===== config.mk =====
export PLATFORM = sky130hd
export DESIGN_NAME = pretokenizer_piece_splitter
export DESIGN_NICKNAME = d
export VERILOG_FILES = /design/src/hdl/pps_pkg.sv /design/src/hdl/pps_head_decide.sv /design/src/hdl/pretokenizer_piece_splitter.sv
export VERILOG_INCLUDE_DIRS = /design/src /design/src/hdl
export SDC_FILE = /design/constraint.sdc
export NUM_CORES = 1
export LEC_CHECK = 0
export ABC_AREA = 1
export BUFFER_PORTS_ARGS = -buffer_cell sky130_fd_sc_hd__buf_2
export CAP_MARGIN = 10
export CORE_MARGIN = 3
export CORE_UTILIZATION = 65
export DETAILED_ROUTE_END_ITERATION = 12
export GPL_TIMING_DRIVEN = 0
export MAX_ROUTING_LAYER = met4
export PLACE_DENSITY = 0.85
export SLEW_MARGIN = 25
export SYNTH_ARGS = -nofsm -noshare
export SYNTH_HDL_FRONTEND = slang
export SYNTH_SLANG_ARGS = --single-unit

===== constraint.sdc =====
create_clock -name clk -period 13.5 [get_ports clk]
set_clock_uncertainty 0.1 [all_clocks]
set_input_delay 2.025 -clock clk [delete_from_list [all_inputs] [get_ports clk]]
set_output_delay 2.025 -clock clk [all_outputs]
set_load 0.05 [all_outputs]

===== src/hdl/pretokenizer_piece_splitter_defines.svh =====
// ----------------------------------------------------------------------------
// Pretokenizer piece splitter: assertion macros
// Shared concurrent assertion forms, all disabled while reset is high.
// ----------------------------------------------------------------------------
`ifndef PRETOKENIZER_PIECE_SPLITTER_DEFINES_SVH
`define PRETOKENIZER_PIECE_SPLITTER_DEFINES_SVH

// condition holds at every edge
`define PPS_ASSERT_ALWAYS(label, clk, rst, cond, msg) \
  label: assert property (@(posedge clk) disable iff (rst) (cond)) else $error(msg);

// same-cycle implication
`define PPS_ASSERT_IMPLIES(label, clk, rst, ante, cons, msg) \
  label: assert property (@(posedge clk) disable iff (rst) (ante) |-> (cons)) else $error(msg);

// next-cycle implication
`define PPS_ASSERT_NEXT(label, clk, rst, ante, cons, msg) \
  label: assert property (@(posedge clk) disable iff (rst) (ante) |=> (cons)) else $error(msg);

`endif


===== src/hdl/pps_pkg.sv =====
// ----------------------------------------------------------------------------
// Pretokenizer piece splitter package
// Beat types, run kinds, character constants and the character classes.
// ----------------------------------------------------------------------------
package pps_pkg;

  localparam int unsigned CP_W = 21;

  typedef logic [CP_W-1:0] cp_t;

  typedef struct packed {
    cp_t  codepoint;
    logic last;
  } char_beat_t;

  typedef struct packed {
    cp_t  char_out;
    logic begins_piece;
    logic text_end;
  } piece_beat_t;

  typedef enum logic [4:0] {
    MODE_NONE   = 5'b00001,
    MODE_LETTER = 5'b00010,
    MODE_PUNCT  = 5'b00100,
    MODE_NLRUN  = 5'b01000,
    MODE_WS     = 5'b10000
  } mode_t;

  typedef struct packed {
    logic       emit;
    logic       begins;
    mode_t      mode_next;
    logic [1:0] skip_next;
  } head_dec_t;

  localparam cp_t CH_APOS  = 21'h27;
  localparam cp_t CH_SPACE = 21'h20;
  localparam cp_t LC_S     = 21'h73;
  localparam cp_t LC_T     = 21'h74;
  localparam cp_t LC_M     = 21'h6D;
  localparam cp_t LC_D     = 21'h64;
  localparam cp_t LC_R     = 21'h72;
  localparam cp_t LC_V     = 21'h76;
  localparam cp_t LC_L     = 21'h6C;
  localparam cp_t LC_E     = 21'h65;

  function automatic logic is_nl(cp_t c);
    return (c == 21'h0A) || (c == 21'h0D);
  endfunction

  function automatic logic is_ws(cp_t c);
    return (c == 21'h20) || (c == 21'h09) || (c == 21'h3000) || (c == 21'h00A0);
  endfunction

  function automatic logic is_digit(cp_t c);
    return c inside {[21'h30:21'h39]};
  endfunction

  function automatic logic is_letter(cp_t c);
    logic ascii_alpha;
    logic high_letter;
    ascii_alpha = c inside {[21'h41:21'h5A], [21'h61:21'h7A]};
    high_letter = (c > 21'h7F) && !is_ws(c) &&
                  !(c inside {[21'h2000:21'h206F], [21'h3000:21'h303F]});
    return ascii_alpha || high_letter;
  endfunction

  function automatic logic is_punct(cp_t c);
    logic res;
    if (c <= 21'h7F) begin
      res = c inside {[21'h21:21'h2F], [21'h3A:21'h40], [21'h5B:21'h60],
                      [21'h7B:21'h7E]};
    end else begin
      res = !is_letter(c) && !is_ws(c);
    end
    return res;
  endfunction

  function automatic cp_t lower_ascii(cp_t c);
    return (c inside {[21'h41:21'h5A]}) ? c + 21'h20 : c;
  endfunction

endpackage


===== src/hdl/pps_head_decide.sv =====
// ----------------------------------------------------------------------------
// Pretokenizer piece splitter: head decision
// Decides whether the oldest held codepoint can leave now, whether it opens a
// piece, and what run and contraction state it leaves behind.
// ----------------------------------------------------------------------------
module pps_head_decide
  import pps_pkg::*;
(
  input  cp_t        cp0,
  input  cp_t        cp1,
  input  cp_t        cp2,
  input  logic [2:0] held_last,
  input  logic [2:0] fill,
  input  mode_t      run_mode,
  input  logic [1:0] skip_count,
  output head_dec_t  dec
);

  logic  v0, v1, v2;
  logic  n_ok, m_ok, end_seen;
  cp_t   n, m;
  logic  cont;
  mode_t cont_mode;
  logic  wait_la, chosen;
  mode_t mode_new;
  logic [1:0] skip_new;

  always_comb begin
    v0 = fill != 3'd0;
    v1 = fill >= 3'd2;
    v2 = fill >= 3'd3;
    // lookahead never reaches past the end of the text
    n_ok     = v1 && !held_last[0];
    m_ok     = v2 && !held_last[0] && !held_last[1];
    end_seen = held_last[0] || (n_ok && held_last[1]) || (m_ok && held_last[2]);
    n = lower_ascii(cp1);
    m = lower_ascii(cp2);

    cont      = 1'b0;
    cont_mode = run_mode;
    case (run_mode)
      MODE_LETTER: cont = is_letter(cp0);
      MODE_PUNCT: begin
        if (is_punct(cp0)) begin
          cont = 1'b1;
        end else if (is_nl(cp0)) begin
          cont      = 1'b1;
          cont_mode = MODE_NLRUN;
        end
      end
      MODE_NLRUN: cont = is_nl(cp0);
      MODE_WS: begin
        if (is_ws(cp0)) begin
          cont = 1'b1;
        end else if (is_nl(cp0)) begin
          cont      = 1'b1;
          cont_mode = MODE_NLRUN;
        end
      end
      default: cont = 1'b0;
    endcase

    wait_la  = 1'b0;
    chosen   = 1'b0;
    mode_new = MODE_NONE;
    skip_new = 2'd0;
    if (cp0 == CH_APOS) begin
      if (!n_ok) begin
        wait_la = !end_seen;
      end else if (n == LC_S || n == LC_T || n == LC_M || n == LC_D) begin
        chosen   = 1'b1;
        skip_new = 2'd1;
      end else if (n == LC_R || n == LC_V || n == LC_L) begin
        if (!m_ok) begin
          wait_la = !end_seen;
        end else if (((n == LC_R || n == LC_V) && m == LC_E) ||
                     (n == LC_L && m == LC_L)) begin
          chosen   = 1'b1;
          skip_new = 2'd2;
        end
      end
    end
    if (!wait_la && !chosen) begin
      if (is_ws(cp0)) begin
        if (!n_ok && !end_seen) begin
          wait_la = 1'b1;
        end else if (n_ok && is_punct(cp1)) begin
          mode_new = MODE_PUNCT;
        end else if (cp0 == CH_SPACE && n_ok && is_letter(cp1)) begin
          mode_new = MODE_LETTER;
        end else begin
          mode_new = MODE_WS;
        end
      end else if (is_letter(cp0)) begin
        mode_new = MODE_LETTER;
      end else if (is_digit(cp0)) begin
        mode_new = MODE_NONE;
      end else if (is_nl(cp0)) begin
        mode_new = MODE_NLRUN;
      end else if (is_punct(cp0)) begin
        mode_new = MODE_PUNCT;
      end
    end

    dec.emit      = 1'b0;
    dec.begins    = 1'b0;
    dec.mode_next = run_mode;
    dec.skip_next = skip_count;
    if (!v0) begin
      dec.emit = 1'b0;
    end else if (skip_count != 2'd0) begin
      dec.emit      = 1'b1;
      dec.skip_next = skip_count - 2'd1;
    end else if (cont) begin
      dec.emit      = 1'b1;
      dec.mode_next = cont_mode;
    end else begin
      dec.emit      = !wait_la;
      dec.begins    = 1'b1;
      dec.mode_next = mode_new;
      dec.skip_next = skip_new;
    end
  end

endmodule


===== src/hdl/pretokenizer_piece_splitter.sv =====
// ----------------------------------------------------------------------------
// Pretokenizer piece splitter
// Marks the codepoints that start a pretoken piece, GPT-2 style.
// ----------------------------------------------------------------------------
// Usage:
//   char_*  : one codepoint per beat, last set on the final one of a text.
//   piece_* : every codepoint again, in order, one per beat, with
//             begins_piece and text_end.
//   Codepoints wait in a four-entry lookahead buffer until the piece that
//   starts at the oldest one can be chosen; that needs at most two later
//   codepoints of the same text, or its last beat.
//   A codepoint is held in the lookahead buffer and, once decidable, moves
//   into the output register; an apostrophe or whitespace may stay until up
//   to two more codepoints arrive. At the end of a text the held codepoints
//   drain one per cycle while piece_ready does not stall.
//   Throughput: one codepoint per cycle while piece_ready does not stall, set
//   by the single head decision per cycle into the output register.
//   char_ready is low only while the buffer holds four codepoints, which
//   happens only when piece_ready stalls; the output register holds its beat
//   until taken.
//   Reset empties the buffer and the output register and closes any run.
// ----------------------------------------------------------------------------
`include "pretokenizer_piece_splitter_defines.svh"

module pretokenizer_piece_splitter
  import pps_pkg::*;
(
  input  logic        clk,
  input  logic        rst,
  input  logic        char_valid,
  output logic        char_ready,
  input  char_beat_t  char_item,
  output logic        piece_valid,
  input  logic        piece_ready,
  output piece_beat_t piece_item
);

  cp_t        lookahead_buffer [4];
  logic [3:0] held_last;
  logic [2:0] buffer_fill;
  mode_t      run_mode;
  logic [1:0] skip_count;

  cp_t        lookahead_buffer_next [4];
  logic [3:0] held_last_next;
  logic [2:0] buffer_fill_next;
  logic [2:0] wr_pos;
  head_dec_t  dec;
  logic       pop, push;

  pps_head_decide u_decide (
    .cp0        (lookahead_buffer[0]),
    .cp1        (lookahead_buffer[1]),
    .cp2        (lookahead_buffer[2]),
    .held_last  (held_last[2:0]),
    .fill       (buffer_fill),
    .run_mode   (run_mode),
    .skip_count (skip_count),
    .dec        (dec)
  );

  assign char_ready = buffer_fill != 3'd4;
  assign push       = char_valid && char_ready;
  assign pop        = dec.emit && (!piece_valid || piece_ready);
  assign wr_pos     = buffer_fill - {2'd0, pop};

  always_comb begin
    for (int i = 0; i < 4; i++) begin
      lookahead_buffer_next[i] = lookahead_buffer[i];
      held_last_next[i]        = held_last[i];
    end
    if (pop) begin
      for (int i = 0; i < 3; i++) begin
        lookahead_buffer_next[i] = lookahead_buffer[i+1];
        held_last_next[i]        = held_last[i+1];
      end
    end
    if (push) begin
      lookahead_buffer_next[wr_pos[1:0]] = char_item.codepoint;
      held_last_next[wr_pos[1:0]]        = char_item.last;
    end
    buffer_fill_next = wr_pos + {2'd0, push};
  end

  always_ff @(posedge clk) begin
    for (int i = 0; i < 4; i++) begin
      lookahead_buffer[i] <= lookahead_buffer_next[i];
    end
    held_last <= held_last_next;
    if (pop) begin
      piece_item.char_out     <= lookahead_buffer[0];
      piece_item.begins_piece <= dec.begins;
      piece_item.text_end     <= held_last[0];
    end
    if (rst) begin
      buffer_fill <= 3'd0;
      run_mode    <= MODE_NONE;
      skip_count  <= 2'd0;
      piece_valid <= 1'b0;
    end else begin
      buffer_fill <= buffer_fill_next;
      if (pop) begin
        // end of text closes every run
        run_mode   <= held_last[0] ? MODE_NONE : dec.mode_next;
        skip_count <= held_last[0] ? 2'd0 : dec.skip_next;
      end
      if (pop) begin
        piece_valid <= 1'b1;
      end else if (piece_ready) begin
        piece_valid <= 1'b0;
      end
    end
  end

  `PPS_ASSERT_ALWAYS(a_fill_range, clk, rst, buffer_fill <= 3'd4, "fill overflow")
  `PPS_ASSERT_IMPLIES(a_skip_held, clk, rst, skip_count != 2'd0, 3'(skip_count) <= buffer_fill, "tail not held")
  `PPS_ASSERT_IMPLIES(a_full_decides, clk, rst, buffer_fill == 3'd4, dec.emit, "full, head stuck")
  `PPS_ASSERT_NEXT(a_end_closes, clk, rst, pop && held_last[0], run_mode == MODE_NONE && skip_count == 2'd0, "run open")

endmodule


==> summary.md <==
| Metric | Value |
|---|---|
| Post-synthesis sequential area ratio | `0.3877` |
| Die W | `113.1 microns` |
| Final Hold Vio Count | `0` |
| Post-synth EDFFs | `45` |
| Biggest area consumer among synthesized cells | `dfxtp_1` |
| Async SR Flop Fraction | `0` |
| Clock slew at reported path FFs | `roughly 60 ps` |
| Final worst-path setup slack | `about 7900 ps` |
| Power per unit of standard cell area | `299.6 mW/mm^2` |
| Area grow syn2layout | `13.80%` |
| Clock Path Buffers | `2` |
| CP arrival | `between 5000 and 6000 ps` |
| WL final | `23,450 microns` |
| Crit path launch type | `flop` |
| DR DRC count | `0` |
| Area contributors post-synth | `dfxtp_1 21%, edfxtp_1 18%, nand2_1 17%, inv_1 8.9%, nand3_1 8.3%` |
| Critical path class | `reg -> reg` |
| Multi-input gate area | `roughly 0.0036 sq mm` |
| Synthesized instance count | `roughly 1,100` |
| Cell total after placement | `about 1,300` |
| Final non-filler cell total | `~1,300` |
| Hold_buf cts | `0` |
| DR WL met3 | `between 2000 and 3000 microns` |
| Antenna violations before repair | `0` |
| Vias in the first global route | `approximately 7,300` |
| Class of the worst hold path | `reg -> reg` |
| Post-CTS Setup Bufs | `0` |
| Period Utilization, post-route | `0.4115` |
| Largest net degree at the start of global routing | `26` |
| FF+latch area | `0.002893 sq mm` |
| Synth warnings | `0` |
| Initial Util | `0.6765` |
| CTS tree | `done` |
| Maximum vdd drop | `0.0002177 V` |
| Total GRT Usage | `0.3857` |
| Max-slew violation count | `0` |
| Die ar. | `between 0.01 and 0.015 sq mm` |
| Critical path's slowest cell | `inv_1` |
| Cell family with most CP delay | `simple AND/OR/NAND/NOR gates` |
| Number of buffers created by CTS | `17` |
| Critical path peak fanout | `25` |
| Synthesized cell area | `roughly 0.0075 sq mm` |
| Buf+Inv Stages, Crit Path | `5` |
| Syn_nets | `between 1,000 and 1,500` |
| Fmax | `~0.18 GHz` |
| Top-area cell type share of the netlist area | `0.2066` |
| Clk Latency, worst-skew pair | `around 420 ps` |
| Synth cell types | `46` |
| Max Cap Viol | `0` |
| Fin nets | `around 1,200` |
| Ant diodes | `0` |
| I/O pins | `51` |
| Max layer used | `met4` |
| Core Area | `0.01103 sq mm` |
| Clock Sinks | `122` |
| Outcome | `finished clean` |
| Worst slew margin | `0.3289` |
| Share of cells above drive strength 1 | `0.1068` |
| Finished Cell Area | `between 0.008 and 0.009 sq mm` |
| Root Buffer | `clkbuf_16` |
| CP max stage delay | `about 500 ps` |
| WL per Instance | `17.40 microns` |
| Gr ovfl total | `0` |
| Fin crit period | `~5600 ps` |
| DR pass1 iterations | `7` |
| Die span in y | `around 110 microns` |
| Total negative setup slack | `0 ps` |
| Pre-CTS setup slack | `approximately 8000 ps` |
| Worst path required time | `around 14,000 ps` |
| DR iter-0 viols | `about 1,100` |
| Post-CTS sizing | `0` |
| #FFs+latches synth | `122` |
| Routability cong. | `~1.0` |
| Num rows | `38` |
| First-pass GRT wire length | `between 30,000 and 40,000 microns` |
| Prevailing post-synth register cell | `dfxtp_1` |
| Hpwl dp | `around 17,000 microns` |
| Met1 wire length | `approximately 9000 microns` |
| Cell mode on critical path | `nand2_1` |
| H-tree levels | `4` |
| RSZ-0062 raised after global routing | `no` |
| I/O Buffers | `50` |
| Fill cells | `a little under 900` |
| Drt via density | `about 6.0` |
| Endpoint class of the critical path | `flop` |
| Met2 wire len | `~10,000 microns` |
| Cell Area, Placed | `just under 0.008 sq mm` |
| Syn_area_per_cell | `approximately 6.6 sq um` |
| Final setup vio count | `0` |
| Static leakage | `~4.3 nW` |
| Total number of vias | `just over 8,000` |
| Tightest Pin Transition | `1005 ps` |
| Antenna Nets Post-Route | `0` |
[path summary, 6_finish.rpt]
kind                           startpoint                     end  slack [ps]  cells after the start
hold reg to reg               run_mode[0]             run_mode[0]         410                      2
hold / removal                run_mode[0]             run_mode[0]         410                      2
setup / recovery  lookahead_buffer[1][18]  lookahead_buffer[0][0]        7940                     25
setup reg to reg  lookahead_buffer[1][18]  lookahead_buffer[0][0]        7940                     25
[stage by stage]
stage	power [mW]	hold WS, ps	util
2_1_floorplan	1.691	330.5	-
3_3_place_gp	1.993	381.7	0.7151
3_5_place_dp	2.034	389.8	0.7157
4_1_cts	2.499	404.4	0.7699
5_1_grt	2.718	425.3	0.7699
6_report	2.545	408.7	0.7699
[cell usage after synthesis, types with 2 or more instances]
| master | instances |
|---|---|
| a21oi_1 | 18 |
| buf_2 | 16 |
| buf_4 | 6 |
| buf_8 | 3 |
| clkbuf_1 | 14 |
| dfxtp_1 | 77 |
| dlygate4sd1_1 | 3 |
| edfxtp_1 | 45 |
| ha_1 | 8 |
| inv_1 | 177 |
| inv_2 | 3 |
| nand2_1 | 337 |
| nand2_2 | 4 |
| nand3_1 | 124 |
| nand3_2 | 3 |
| nand4_1 | 87 |
| nor2_1 | 117 |
| nor2_2 | 7 |
| nor3_1 | 19 |
| nor4_1 | 8 |
| o211ai_1 | 2 |
| o21a_1 | 2 |
| o21ai_0 | 17 |
| o21bai_1 | 3 |
| o41ai_1 | 2 |
| or2_2 | 2 |
| or3_1 | 2 |
| xnor2_1 | 2 |
[tightest hold or removal path, stage by stage, from the launching register on]
cell and delay [ps]:
dfxtp_1 360, a21oi_1 80, nand2_1 50
[sequential cells by signal, indices dropped and copies added (netlist names)]
register          cells
piece_item           23
buffer_fill           3
lookahead_buffer     84
held_last             4
run_mode              5
piece_valid           1
skip_count            2
[cells in the final DEF, fill, tap and decap left out, drive strengths merged, types with 2 or more instances in the layout]
| cell | count |
|---|---|
| ha | 8 |
| xnor2 | 2 |
| dfxtp | 77 |
| o41ai | 2 |
| o21bai | 3 |
| clkinv | 5 |
| nand3 | 127 |
| clkbuf | 40 |
| a21oi | 18 |
| nor4 | 8 |
| nand4 | 88 |
| inv | 181 |
| o21a | 2 |
| o21ai | 18 |
| nor3 | 19 |
| o211ai | 2 |
| edfxtp | 45 |
| nor2 | 125 |
| or2 | 2 |
| dlygate4sd1 | 3 |
| or3 | 2 |
| buf | 77 |
| nand2 | 342 |
[where the power goes]
group	leakage, nW	total [mW]	internal [mW]	switching, mW
combinational	2.92	1.29	0.388	0.904
clock	0.302	0.455	0.292	0.163
sequential	1.08	0.797	0.601	0.196
[cell type report]
| cell class | count | area share |
|---|---|---|
| Tap cell | 140 | 0.02063 |
| Multi-Input combinational cell | 779 | 0.4279 |
| Buffer | 44 | 0.03109 |
| Clock inverter | 6 | 0.006630 |
| Clock buffer | 26 | 0.06365 |
| Inverter | 181 | 0.08001 |
| Timing Repair Buffer | 50 | 0.02947 |
| Sequential cell | 122 | 0.3407 |
[cell families (layout without fill, tap and decap cells)]
family	count (synthesis)	in the layout	share of synthesized area
AOI/OAI and AO/OA	52	52	0.04091
xor gates and xnor gates	3	3	0.003522
adders and majority gates	8	8	0.01341
buffers and inverters	225	307	0.1264
DFF	122	122	0.3877
and+or+nand+nor	716	716	0.4281
[routing by layer]
| metal | vias up | global-route usage |
|---|---|---|
| met2 | 608 | 0.5739 |
| met5 | - | - |
| met1 | 3535 | 0.4930 |
| met4 | 0 | 0.1987 |
| met3 | 129 | 0.08770 |
| li1 | 3813 | - |
Note: power is estimated with default switching activity, not from simulation.
